File: config.mk
export PLATFORM = sky130hd
export DESIGN_NAME = block_to_taskfile_address_flat
export DESIGN_NICKNAME = d
export VERILOG_FILES = /design/src/rtl/core/bta_pkg.sv /design/src/rtl/core/bta_in_if.sv /design/src/rtl/core/bta_out_if.sv /design/src/rtl/core/bta_cfg_if.sv /design/src/rtl/core/bta_div_cell.sv /design/src/rtl/core/bta_div_chain.sv /design/src/rtl/core/block_to_taskfile_address.sv /design/src/flat_wrapper.sv
export SDC_FILE = /design/constraint.sdc
export NUM_CORES = 2
export LEC_CHECK = 0
export BUFFER_PORTS_ARGS = -buffer_cell sky130_fd_sc_hd__buf_2
export CORE_UTILIZATION = 54
export DETAILED_ROUTE_END_ITERATION = 8
export PLACE_DENSITY = 0.7
export SKIP_LAST_GASP = 1
export SLEW_MARGIN = 30
export SYNTH_ARGS = -nofsm -noshare
export SYNTH_HDL_FRONTEND = slang
export SYNTH_SLANG_ARGS = --single-unit
File: constraint.sdc
create_clock -name clk_i -period 103.9 [get_ports clk_i]
set_input_delay 15.585 -clock clk_i [delete_from_list [all_inputs] [get_ports clk_i]]
set_output_delay 15.585 -clock clk_i [all_outputs]
set_load 0.01 [all_outputs]
File: src/rtl/core/bta_pkg.sv
package bta_pkg;

  // Fixed field widths of the task-file translation
  localparam int unsigned BlockWordW      = 32;
  localparam int unsigned ByteW           = 8;
  localparam int unsigned HeadsW          = 5;
  localparam int unsigned CfgIndexW       = 3;
  localparam int unsigned CfgDataW        = 8;
  localparam int unsigned BlockNumBitsDef = 32;

  // Register reset values
  localparam logic               LbaModeRst   = 1'b1;
  localparam logic [HeadsW-1:0]  HeadsRst     = 5'd16;
  localparam logic [ByteW-1:0]   SptRst       = 8'd63;
  localparam logic [ByteW-1:0]   DriveSelRst  = 8'd160;
  localparam logic [ByteW-1:0]   LbaFlagRst   = 8'd64;

  typedef enum logic [CfgIndexW-1:0] {
    REG_LBA_MODE  = 3'd0,
    REG_HEADS     = 3'd1,
    REG_SPT       = 3'd2,
    REG_DRIVE_SEL = 3'd3,
    REG_LBA_FLAG  = 3'd4
  } reg_idx_e;

endpackage

File: src/rtl/core/bta_in_if.sv
interface bta_in_if;
  logic                              valid;
  logic                              ready;
  logic [bta_pkg::BlockWordW-1:0]    block_number;
  logic [bta_pkg::ByteW-1:0]         transfer_sectors;

  modport source (output valid, block_number, transfer_sectors, input ready);
  modport sink   (input valid, block_number, transfer_sectors, output ready);
endinterface

File: src/rtl/core/bta_out_if.sv
interface bta_out_if;
  logic                       valid;
  logic                       ready;
  logic [bta_pkg::ByteW-1:0]  count_byte;
  logic [bta_pkg::ByteW-1:0]  sector_byte;
  logic [bta_pkg::ByteW-1:0]  cylinder_low_byte;
  logic [bta_pkg::ByteW-1:0]  cylinder_high_byte;
  logic [bta_pkg::ByteW-1:0]  drive_head_byte;

  modport source (output valid, count_byte, sector_byte, cylinder_low_byte,
                  cylinder_high_byte, drive_head_byte, input ready);
  modport sink   (input valid, count_byte, sector_byte, cylinder_low_byte,
                  cylinder_high_byte, drive_head_byte, output ready);
endinterface

File: src/rtl/core/bta_cfg_if.sv
interface bta_cfg_if;
  logic                           valid;
  logic                           ready;
  logic [bta_pkg::CfgIndexW-1:0]  index;
  logic [bta_pkg::CfgDataW-1:0]   data;

  modport source (output valid, index, data, input ready);
  modport sink   (input valid, index, data, output ready);
endinterface

File: src/rtl/core/bta_div_cell.sv
// One restoring-division step: bring down one dividend bit, retire one quotient bit.
module bta_div_cell #(
  parameter int unsigned W  = 32,
  parameter int unsigned DW = 8,
  parameter int unsigned SW = 8
) (
  input  logic          clk_i,
  input  logic          rst_ni,
  input  logic          en_i,
  input  logic          valid_i,
  input  logic [DW-1:0] divisor_i,
  input  logic [DW-1:0] rem_i,
  input  logic [W-1:0]  acc_i,
  input  logic [SW-1:0] side_i,
  output logic          valid_o,
  output logic [DW-1:0] rem_o,
  output logic [W-1:0]  acc_o,
  output logic [SW-1:0] side_o
);

  logic [DW:0]   trial;
  logic [DW:0]   diff;
  logic          ge;
  logic          valid_q;
  logic [DW-1:0] rem_d, rem_q;
  logic [W-1:0]  acc_d, acc_q;
  logic [SW-1:0] side_q;

  always_comb begin
    trial = {rem_i, acc_i[W-1]};
    diff  = trial - {1'b0, divisor_i};
    ge    = (trial >= {1'b0, divisor_i});
    // remainder stays below the divisor, so DW bits hold it
    rem_d = ge ? diff[DW-1:0] : trial[DW-1:0];
    acc_d = {acc_i[W-2:0], ge};
  end

  always_ff @(posedge clk_i or negedge rst_ni) begin
    if (!rst_ni) begin
      valid_q <= 1'b0;
    end else if (en_i) begin
      valid_q <= valid_i;
    end
  end

  always_ff @(posedge clk_i) begin
    if (en_i) begin
      rem_q  <= rem_d;
      acc_q  <= acc_d;
      side_q <= side_i;
    end
  end

  assign valid_o = valid_q;
  assign rem_o   = rem_q;
  assign acc_o   = acc_q;
  assign side_o  = side_q;

endmodule

File: src/rtl/core/bta_div_chain.sv
// Row of W division cells; quotient comes out in acc, remainder in rem.
module bta_div_chain #(
  parameter int unsigned W  = 32,
  parameter int unsigned DW = 8,
  parameter int unsigned SW = 8
) (
  input  logic          clk_i,
  input  logic          rst_ni,
  input  logic          en_i,
  input  logic          valid_i,
  input  logic [DW-1:0] divisor_i,
  input  logic [W-1:0]  dividend_i,
  input  logic [SW-1:0] side_i,
  output logic          valid_o,
  output logic [W-1:0]  quotient_o,
  output logic [DW-1:0] remainder_o,
  output logic [SW-1:0] side_o
);

  logic [W:0]         valid_s;
  logic [W:0][DW-1:0] rem_s;
  logic [W:0][W-1:0]  acc_s;
  logic [W:0][SW-1:0] side_s;

  assign valid_s[0] = valid_i;
  assign rem_s[0]   = '0;
  assign acc_s[0]   = dividend_i;
  assign side_s[0]  = side_i;

  for (genvar i = 0; i < W; i++) begin : g_cell
    bta_div_cell #(
      .W (W),
      .DW(DW),
      .SW(SW)
    ) u_cell (
      .clk_i    (clk_i),
      .rst_ni   (rst_ni),
      .en_i     (en_i),
      .valid_i  (valid_s[i]),
      .divisor_i(divisor_i),
      .rem_i    (rem_s[i]),
      .acc_i    (acc_s[i]),
      .side_i   (side_s[i]),
      .valid_o  (valid_s[i+1]),
      .rem_o    (rem_s[i+1]),
      .acc_o    (acc_s[i+1]),
      .side_o   (side_s[i+1])
    );
  end

  assign valid_o     = valid_s[W];
  assign quotient_o  = acc_s[W];
  assign remainder_o = rem_s[W];
  assign side_o      = side_s[W];

endmodule

File: src/rtl/core/block_to_taskfile_address.sv
// Block number to ATA task-file translation. Each input beat carries a block
// number and a sector count; each output beat carries the five task-file bytes
// (count, sector, cylinder low/high, drive/head). LBA mode slices the block
// number into LBA28 fields; CHS mode divides it by sectors per track, then by
// heads, with a one-based sector and a 16-bit cylinder. Zero geometry is used
// as one. The datapath is two rows of restoring-division cells, one quotient
// bit per cell: the first row divides by sectors per track, the second by
// heads. Every beat passes through both rows in both modes, and one beat
// enters per cycle while the output is taken. The last cell of the second
// row is the output register; a stalled output holds both rows. Program the
// registers only while no beat is in flight.
module block_to_taskfile_address #(
  parameter int unsigned BLOCK_NUMBER_BITS = bta_pkg::BlockNumBitsDef
) (
  input  logic       clk_i,
  input  logic       rst_ni,
  bta_in_if.sink     in_i,
  bta_out_if.source  out_o,
  bta_cfg_if.sink    cfg_i
);

  // Only the bits the port carries can matter
  localparam int unsigned BlkW  = (BLOCK_NUMBER_BITS < bta_pkg::BlockWordW) ?
                                  BLOCK_NUMBER_BITS : bta_pkg::BlockWordW;
  localparam int unsigned ByteW = bta_pkg::ByteW;
  localparam int unsigned HW    = bta_pkg::HeadsW;
  localparam int unsigned Sw1   = ByteW + BlkW;
  localparam int unsigned Sw2   = ByteW + BlkW + ByteW;

  // Configuration registers
  logic              lba_mode_q;
  logic [HW-1:0]     heads_q;
  logic [ByteW-1:0]  spt_q;
  logic [ByteW-1:0]  drive_sel_q;
  logic [ByteW-1:0]  lba_flag_q;

  assign cfg_i.ready = 1'b1;

  always_ff @(posedge clk_i or negedge rst_ni) begin
    if (!rst_ni) begin
      lba_mode_q  <= bta_pkg::LbaModeRst;
      heads_q     <= bta_pkg::HeadsRst;
      spt_q       <= bta_pkg::SptRst;
      drive_sel_q <= bta_pkg::DriveSelRst;
      lba_flag_q  <= bta_pkg::LbaFlagRst;
    end else if (cfg_i.valid) begin
      case (cfg_i.index)
        bta_pkg::REG_LBA_MODE:  lba_mode_q  <= cfg_i.data[0];
        bta_pkg::REG_HEADS:     heads_q     <= cfg_i.data[HW-1:0];
        bta_pkg::REG_SPT:       spt_q       <= cfg_i.data;
        bta_pkg::REG_DRIVE_SEL: drive_sel_q <= cfg_i.data;
        bta_pkg::REG_LBA_FLAG:  lba_flag_q  <= cfg_i.data;
        default: ; // drop writes to unmapped indexes
      endcase
    end
  end

  // Zero geometry divides by one
  logic [ByteW-1:0] spt_div;
  logic [HW-1:0]    heads_div;

  assign spt_div   = (spt_q == '0) ? ByteW'(1) : spt_q;
  assign heads_div = (heads_q == '0) ? HW'(1) : heads_q;

  // Advance both rows unless a finished beat waits at the output
  logic adv;
  assign adv        = !out_o.valid || out_o.ready;
  assign in_i.ready = adv;

  // First row: block / sectors_per_track
  logic             v1;
  logic [BlkW-1:0]  q1;
  logic [ByteW-1:0] r1;
  logic [Sw1-1:0]   side1;

  bta_div_chain #(
    .W (BlkW),
    .DW(ByteW),
    .SW(Sw1)
  ) u_div_spt (
    .clk_i      (clk_i),
    .rst_ni     (rst_ni),
    .en_i       (adv),
    .valid_i    (in_i.valid),
    .divisor_i  (spt_div),
    .dividend_i (in_i.block_number[BlkW-1:0]),
    .side_i     ({in_i.transfer_sectors, in_i.block_number[BlkW-1:0]}),
    .valid_o    (v1),
    .quotient_o (q1),
    .remainder_o(r1),
    .side_o     (side1)
  );

  // One-based sector; remainder < 255 so it never wraps
  logic [ByteW-1:0] sec1;
  assign sec1 = r1 + ByteW'(1);

  // Second row: (block / sectors_per_track) / heads
  logic             v2;
  logic [BlkW-1:0]  q2;
  logic [HW-1:0]    r2;
  logic [Sw2-1:0]   side2;

  bta_div_chain #(
    .W (BlkW),
    .DW(HW),
    .SW(Sw2)
  ) u_div_heads (
    .clk_i      (clk_i),
    .rst_ni     (rst_ni),
    .en_i       (adv),
    .valid_i    (v1),
    .divisor_i  (heads_div),
    .dividend_i (q1),
    .side_i     ({side1, sec1}),
    .valid_o    (v2),
    .quotient_o (q2),
    .remainder_o(r2),
    .side_o     (side2)
  );

  // Unpack the carried fields
  logic [ByteW-1:0] count_s;
  logic [BlkW-1:0]  blk_s;
  logic [ByteW-1:0] sec_s;

  assign sec_s   = side2[ByteW-1:0];
  assign blk_s   = side2[ByteW +: BlkW];
  assign count_s = side2[ByteW+BlkW +: ByteW];

  // Output beat
  assign out_o.valid      = v2;
  assign out_o.count_byte = count_s;

  always_comb begin
    if (lba_mode_q) begin
      out_o.sector_byte        = blk_s[7:0];
      out_o.cylinder_low_byte  = blk_s[15:8];
      out_o.cylinder_high_byte = blk_s[23:16];
      out_o.drive_head_byte    = {4'b0000, blk_s[27:24]} | lba_flag_q | drive_sel_q;
    end else begin
      out_o.sector_byte        = sec_s;
      out_o.cylinder_low_byte  = q2[7:0];
      out_o.cylinder_high_byte = q2[15:8];
      out_o.drive_head_byte    = {{(ByteW-HW){1'b0}}, r2} | drive_sel_q;
    end
  end

  // Input stalls only behind a held output beat
  a_stall_cause: assert property (@(posedge clk_i) disable iff (!rst_ni)
    !in_i.ready |-> (out_o.valid && !out_o.ready))
    else $error("input stalled without a held output beat");

  // CHS sector is one-based
  a_chs_sector: assert property (@(posedge clk_i) disable iff (!rst_ni)
    (out_o.valid && !lba_mode_q) |-> (out_o.sector_byte != '0))
    else $error("CHS sector number is zero");

  // CHS head stays below the head count
  a_chs_head: assert property (@(posedge clk_i) disable iff (!rst_ni)
    (out_o.valid && !lba_mode_q) |-> (r2 < heads_div))
    else $error("CHS head out of geometry");

  // LBA drive/head always carries the flag and drive-select bits
  a_lba_flag: assert property (@(posedge clk_i) disable iff (!rst_ni)
    (out_o.valid && lba_mode_q) |->
      ((out_o.drive_head_byte & (lba_flag_q | drive_sel_q)) == (lba_flag_q | drive_sel_q)))
    else $error("LBA flag or drive select missing in drive/head");

  // A held output beat keeps the row frozen
  a_hold: assert property (@(posedge clk_i) disable iff (!rst_ni)
    (v1 && out_o.valid && !out_o.ready) |=> v1)
    else $error("first row lost a beat while output held");

endmodule
File: src/flat_wrapper.sv
// flat-port wrapper written by rule: the top's interface ports become plain ports
module block_to_taskfile_address_flat 
#(
  parameter int unsigned BLOCK_NUMBER_BITS = bta_pkg::BlockNumBitsDef
)
  (clk_i, rst_ni, in_i_valid, in_i_block_number, in_i_transfer_sectors, in_i_ready, out_o_valid, out_o_count_byte, out_o_sector_byte, out_o_cylinder_low_byte, out_o_cylinder_high_byte, out_o_drive_head_byte, out_o_ready, cfg_i_valid, cfg_i_index, cfg_i_data, cfg_i_ready);
  bta_in_if in_i_i ();
  bta_out_if out_o_i ();
  bta_cfg_if cfg_i_i ();
  input  logic clk_i;
  input  logic rst_ni;
  input wire logic [$bits(in_i_i.valid)-1:0] in_i_valid;
  input wire logic [$bits(in_i_i.block_number)-1:0] in_i_block_number;
  input wire logic [$bits(in_i_i.transfer_sectors)-1:0] in_i_transfer_sectors;
  output wire logic [$bits(in_i_i.ready)-1:0] in_i_ready;
  output wire logic [$bits(out_o_i.valid)-1:0] out_o_valid;
  output wire logic [$bits(out_o_i.count_byte)-1:0] out_o_count_byte;
  output wire logic [$bits(out_o_i.sector_byte)-1:0] out_o_sector_byte;
  output wire logic [$bits(out_o_i.cylinder_low_byte)-1:0] out_o_cylinder_low_byte;
  output wire logic [$bits(out_o_i.cylinder_high_byte)-1:0] out_o_cylinder_high_byte;
  output wire logic [$bits(out_o_i.drive_head_byte)-1:0] out_o_drive_head_byte;
  input wire logic [$bits(out_o_i.ready)-1:0] out_o_ready;
  input wire logic [$bits(cfg_i_i.valid)-1:0] cfg_i_valid;
  input wire logic [$bits(cfg_i_i.index)-1:0] cfg_i_index;
  input wire logic [$bits(cfg_i_i.data)-1:0] cfg_i_data;
  output wire logic [$bits(cfg_i_i.ready)-1:0] cfg_i_ready;
  assign in_i_i.valid = in_i_valid;
  assign in_i_i.block_number = in_i_block_number;
  assign in_i_i.transfer_sectors = in_i_transfer_sectors;
  assign in_i_ready = in_i_i.ready;
  assign out_o_valid = out_o_i.valid;
  assign out_o_count_byte = out_o_i.count_byte;
  assign out_o_sector_byte = out_o_i.sector_byte;
  assign out_o_cylinder_low_byte = out_o_i.cylinder_low_byte;
  assign out_o_cylinder_high_byte = out_o_i.cylinder_high_byte;
  assign out_o_drive_head_byte = out_o_i.drive_head_byte;
  assign out_o_i.ready = out_o_ready;
  assign cfg_i_i.valid = cfg_i_valid;
  assign cfg_i_i.index = cfg_i_index;
  assign cfg_i_i.data = cfg_i_data;
  assign cfg_i_ready = cfg_i_i.ready;
  block_to_taskfile_address #(.BLOCK_NUMBER_BITS(BLOCK_NUMBER_BITS)) u_core (.clk_i(clk_i), .rst_ni(rst_ni), .in_i(in_i_i), .out_o(out_o_i), .cfg_i(cfg_i_i));
endmodule
==> flow_summary.yaml <==
route:
  avgViaCountPerCell: 5.28
  wl_per_cell_um: 17.8
  wirelength_mm: 209
  dr.pass1.iters: 7
  antenna_left: 0
  drcViolationCount: 0
  drtIter0Drc: 4404
  vias: 62300
global_route:
  grt-ovfl-total: 0
  grt_pass1_wl_mm: 332
  first_global_vias: 63000
  grt_max_degree: 214
  antenna_found_initial: 7
  track_usage_pct: 14.8
synthesis:
  async_reset_ff_share_pct: 2.22
  ys.flop_type: "edfxtp_1"
  ys.warnings.count: 0
  synth_cell_types: 69
  synth_nets: 7805
  syn_avg_cell_area_um2: 20.8
  ys_seq_elements: 4236
  synthCells: 7279
  seq_area_frac_synth_pct: 83.8
  syn-cell-area_um2: 151000
  synth_edf_count: 4142
clock_network:
  cts_buffers: 403
  htreeDepth: 5
  clk-insertion-delay-late_ps: 940
  cts_root_buf: "clkbuf_16"
  clockBufferDepth: 4
  cts-hold-fix-buffers: 0
  clock-sinks: 4236
  post_cts_buffers: 0
  clk_pin_slew_ps: 70
  cts_repair_resize_count: 0
  cts_tree: "built"
power_and_ir_drop:
  leakage_nw: 63.6
  power.density_nw_per_um2: 29.5
  peakVddDrop_mv: 0.0166
critical_path:
  required_ps: 88320
  worst_setup_path_start_kind: "input pin"
  cp_max_fo: 61
  crit_type: "in2out"
  worstPathArrival_ps: 17000
  end_kind: "output pin"
final_layout:
  drive_gt1_share_pct: 14.6
  fin_nets: 8293
  postLayoutCellArea_um2: 170000
  layout-area-overhead-vs-synth_pct: 12.4
sta:
  timing.setup.tns_ps: 0
  finalMaxSlewViolations: 0
  worst_slew_pin_slew_ps: 990
  finalHoldViolCount: 0
  worst_clock_skew_ps: 68.7
  setup_viol_count_final: 0
  slew_headroom_pct: 34.0
  fin_crit_sh_pct: 31.4
  max_freq_mhz: 30.7
  rsz0062_at_grt: "no"
  fin_ws_ps: 71320
  period_needed_ps: 32580
floorplanning:
  initial_core_util_pct: 54.5
  dieArea_um2: 282000
  fp-row-count: 193
  die_h_um: 531
  die_x_um: 531
  design.core.area_um2: 277000
  pin_count: 99
min_path:
  hp-class: "reg2reg"
run_status:
  status: "completed"
placement:
  pre_cts_ws_ps: 71330
  hpwl_mm: 114
  place_area_um2: 156000
  port_buffers: 97
  gp_congestion: 0.798
run:
  cap_violations: 0
==> worst max-delay path: stages <==
cell and delay, ps:
buf_2 110, nor2b_4 90, buf_4 590, clkinvlp_4 340, buf_2 260
==> stage by stage <==
stage / total power, W / utilization (%) / std cells / hold slack (ps)
floorplan: 0.00332 / - / 7279 / 400
global placement: 0.00351 / 56.3 / 11100 / 400
detailed placement: 0.00358 / 56.4 / 11100 / 405
CTS: 0.00506 / 61.2 / 11800 / 351
global route: 0.00527 / 61.3 / 11800 / 368
finish: 0.00502 / 61.3 / 11800 / 355
==> cells in the final DEF, fill, tap and decap left out, drive strengths merged, types with 26 or more instances in the layout <==
master	Yosys	final
a211oi	54	54
o21a	53	53
fa	62	62
a311o	26	26
a21o	123	123
xnor2	138	138
nor3	143	143
o21ai	141	141
a211o	38	38
clkbuf	27	480
mux2	331	331
nand2	103	103
nor2	252	252
bufinv	0	50
o31a	27	27
inv	294	303
nor4	28	28
a21oi	166	166
mux2i	99	99
nand2b	56	56
nor2b	72	72
a21boi	35	35
dfrtp	83	83
xor2	26	26
buf	57	167
clkinv	0	170
edfxtp	4142	4142
ha	408	408
a311oi	38	38
nand3	93	93
==> synthesized netlist by cell type, types with 56 or more instances <==
library cell	number	share of area, %
dfrtp_1	83	1.4
nor3_1	140	0.46
nand2b_1	56	0.23
edfxtp_1	4142	82
mux2_2	206	1.5
nor2b_1	72	0.30
o21ai_0	107	0.35
nand2_1	103	0.26
ha_1	408	3.4
a21o_1	120	0.60
inv_1	294	0.73
xnor2_1	138	0.80
nand3_1	93	0.31
mux2_4	125	1.2
a21oi_1	164	0.54
nor2_1	252	0.63
mux2i_1	99	0.66
fa_1	62	0.82
==> registers in the layout (all words and copies together), names as in the netlist, 5 cells and up <==
name / cells
u_core.u_div_heads.g_cell.u_cell.side_o: 1408
u_core.u_div_spt.g_cell.u_cell.side_o: 1158
u_core.u_div_heads.g_cell.u_cell.acc_o: 632
u_core.u_div_spt.g_cell.u_cell.acc_o: 528
u_core.u_div_spt.g_cell.u_cell.rem_o: 256
u_core.u_div_heads.g_cell.u_cell.rem_o: 160
u_core.u_div_heads.g_cell.u_cell.valid_o: 32
u_core.u_div_spt.g_cell.u_cell.valid_o: 32
u_core.drive_sel_q: 8
u_core.lba_flag_q: 8
u_core.spt_q: 8
u_core.heads_q: 5
==> metal layers <==
metal | GRT usage (%) | share of wire (%)
met1 | 19.8 | 44
met2 | 24.4 | 48
met3 | 2.41 | 4.3
met4 | 5.61 | 3.4
met5 | 0 | 0
==> cell type report <==
type                    instances  area, um2
diodes                          3       7.51
clock buffers                 480      10500
clock inverters               251       2870
fillers                     18800     107000
inverters                     294       1110
multi-input cells            2665      22800
flip-flops and latches       4236     127000
well taps                    3705       4640
repair buffers                167       1300
==> cell families after synthesis <==
| family | synth area share, % |
|---|---|
| and+or+nand+nor | 2.64 |
| adders and majority gates | 4.20 |
| buffers and inverters | 1.09 |
| other | 0.00248 |
| xor gates and xnor gates | 0.950 |
| DFF | 83.8 |
| AOI/OAI and AO/OA | 3.86 |
| muxes | 3.43 |
==> power breakdown <==
part	internal (W)	total (W)	switching, W
Sequential	0.00237	0.00250	0.000137
Clock	0.000848	0.00145	0.000606
Combinational	0.000508	0.00106	0.000550
Total	0.00372	0.00502	0.00129
==> worst paths after layout <==
check | from | end | slack, ps | depth (start not counted)
min in group asynchronous | rst_ni | u_core.lba_flag_q[3] | 14590 | 1
hold reg to reg | u_core.u_div_heads.g_cell[2].u_cell.acc_o[9] | u_core.u_div_heads.g_cell[3].u_cell.acc_o[10] | 350 | 0
setup reg to reg | u_core.u_div_heads.g_cell[31].u_cell.valid_o | u_core.u_div_spt.g_cell[11].u_cell.side_o[12] | 95980 | 13
hold / removal | u_core.u_div_heads.g_cell[2].u_cell.acc_o[9] | u_core.u_div_heads.g_cell[3].u_cell.acc_o[10] | 350 | 0
setup / recovery | out_o_ready | in_i_ready | 71320 | 5
max in group asynchronous | rst_ni | u_core.u_div_heads.g_cell[19].u_cell.valid_o | 88350 | 2
Power figures use the tool's default switching activity.
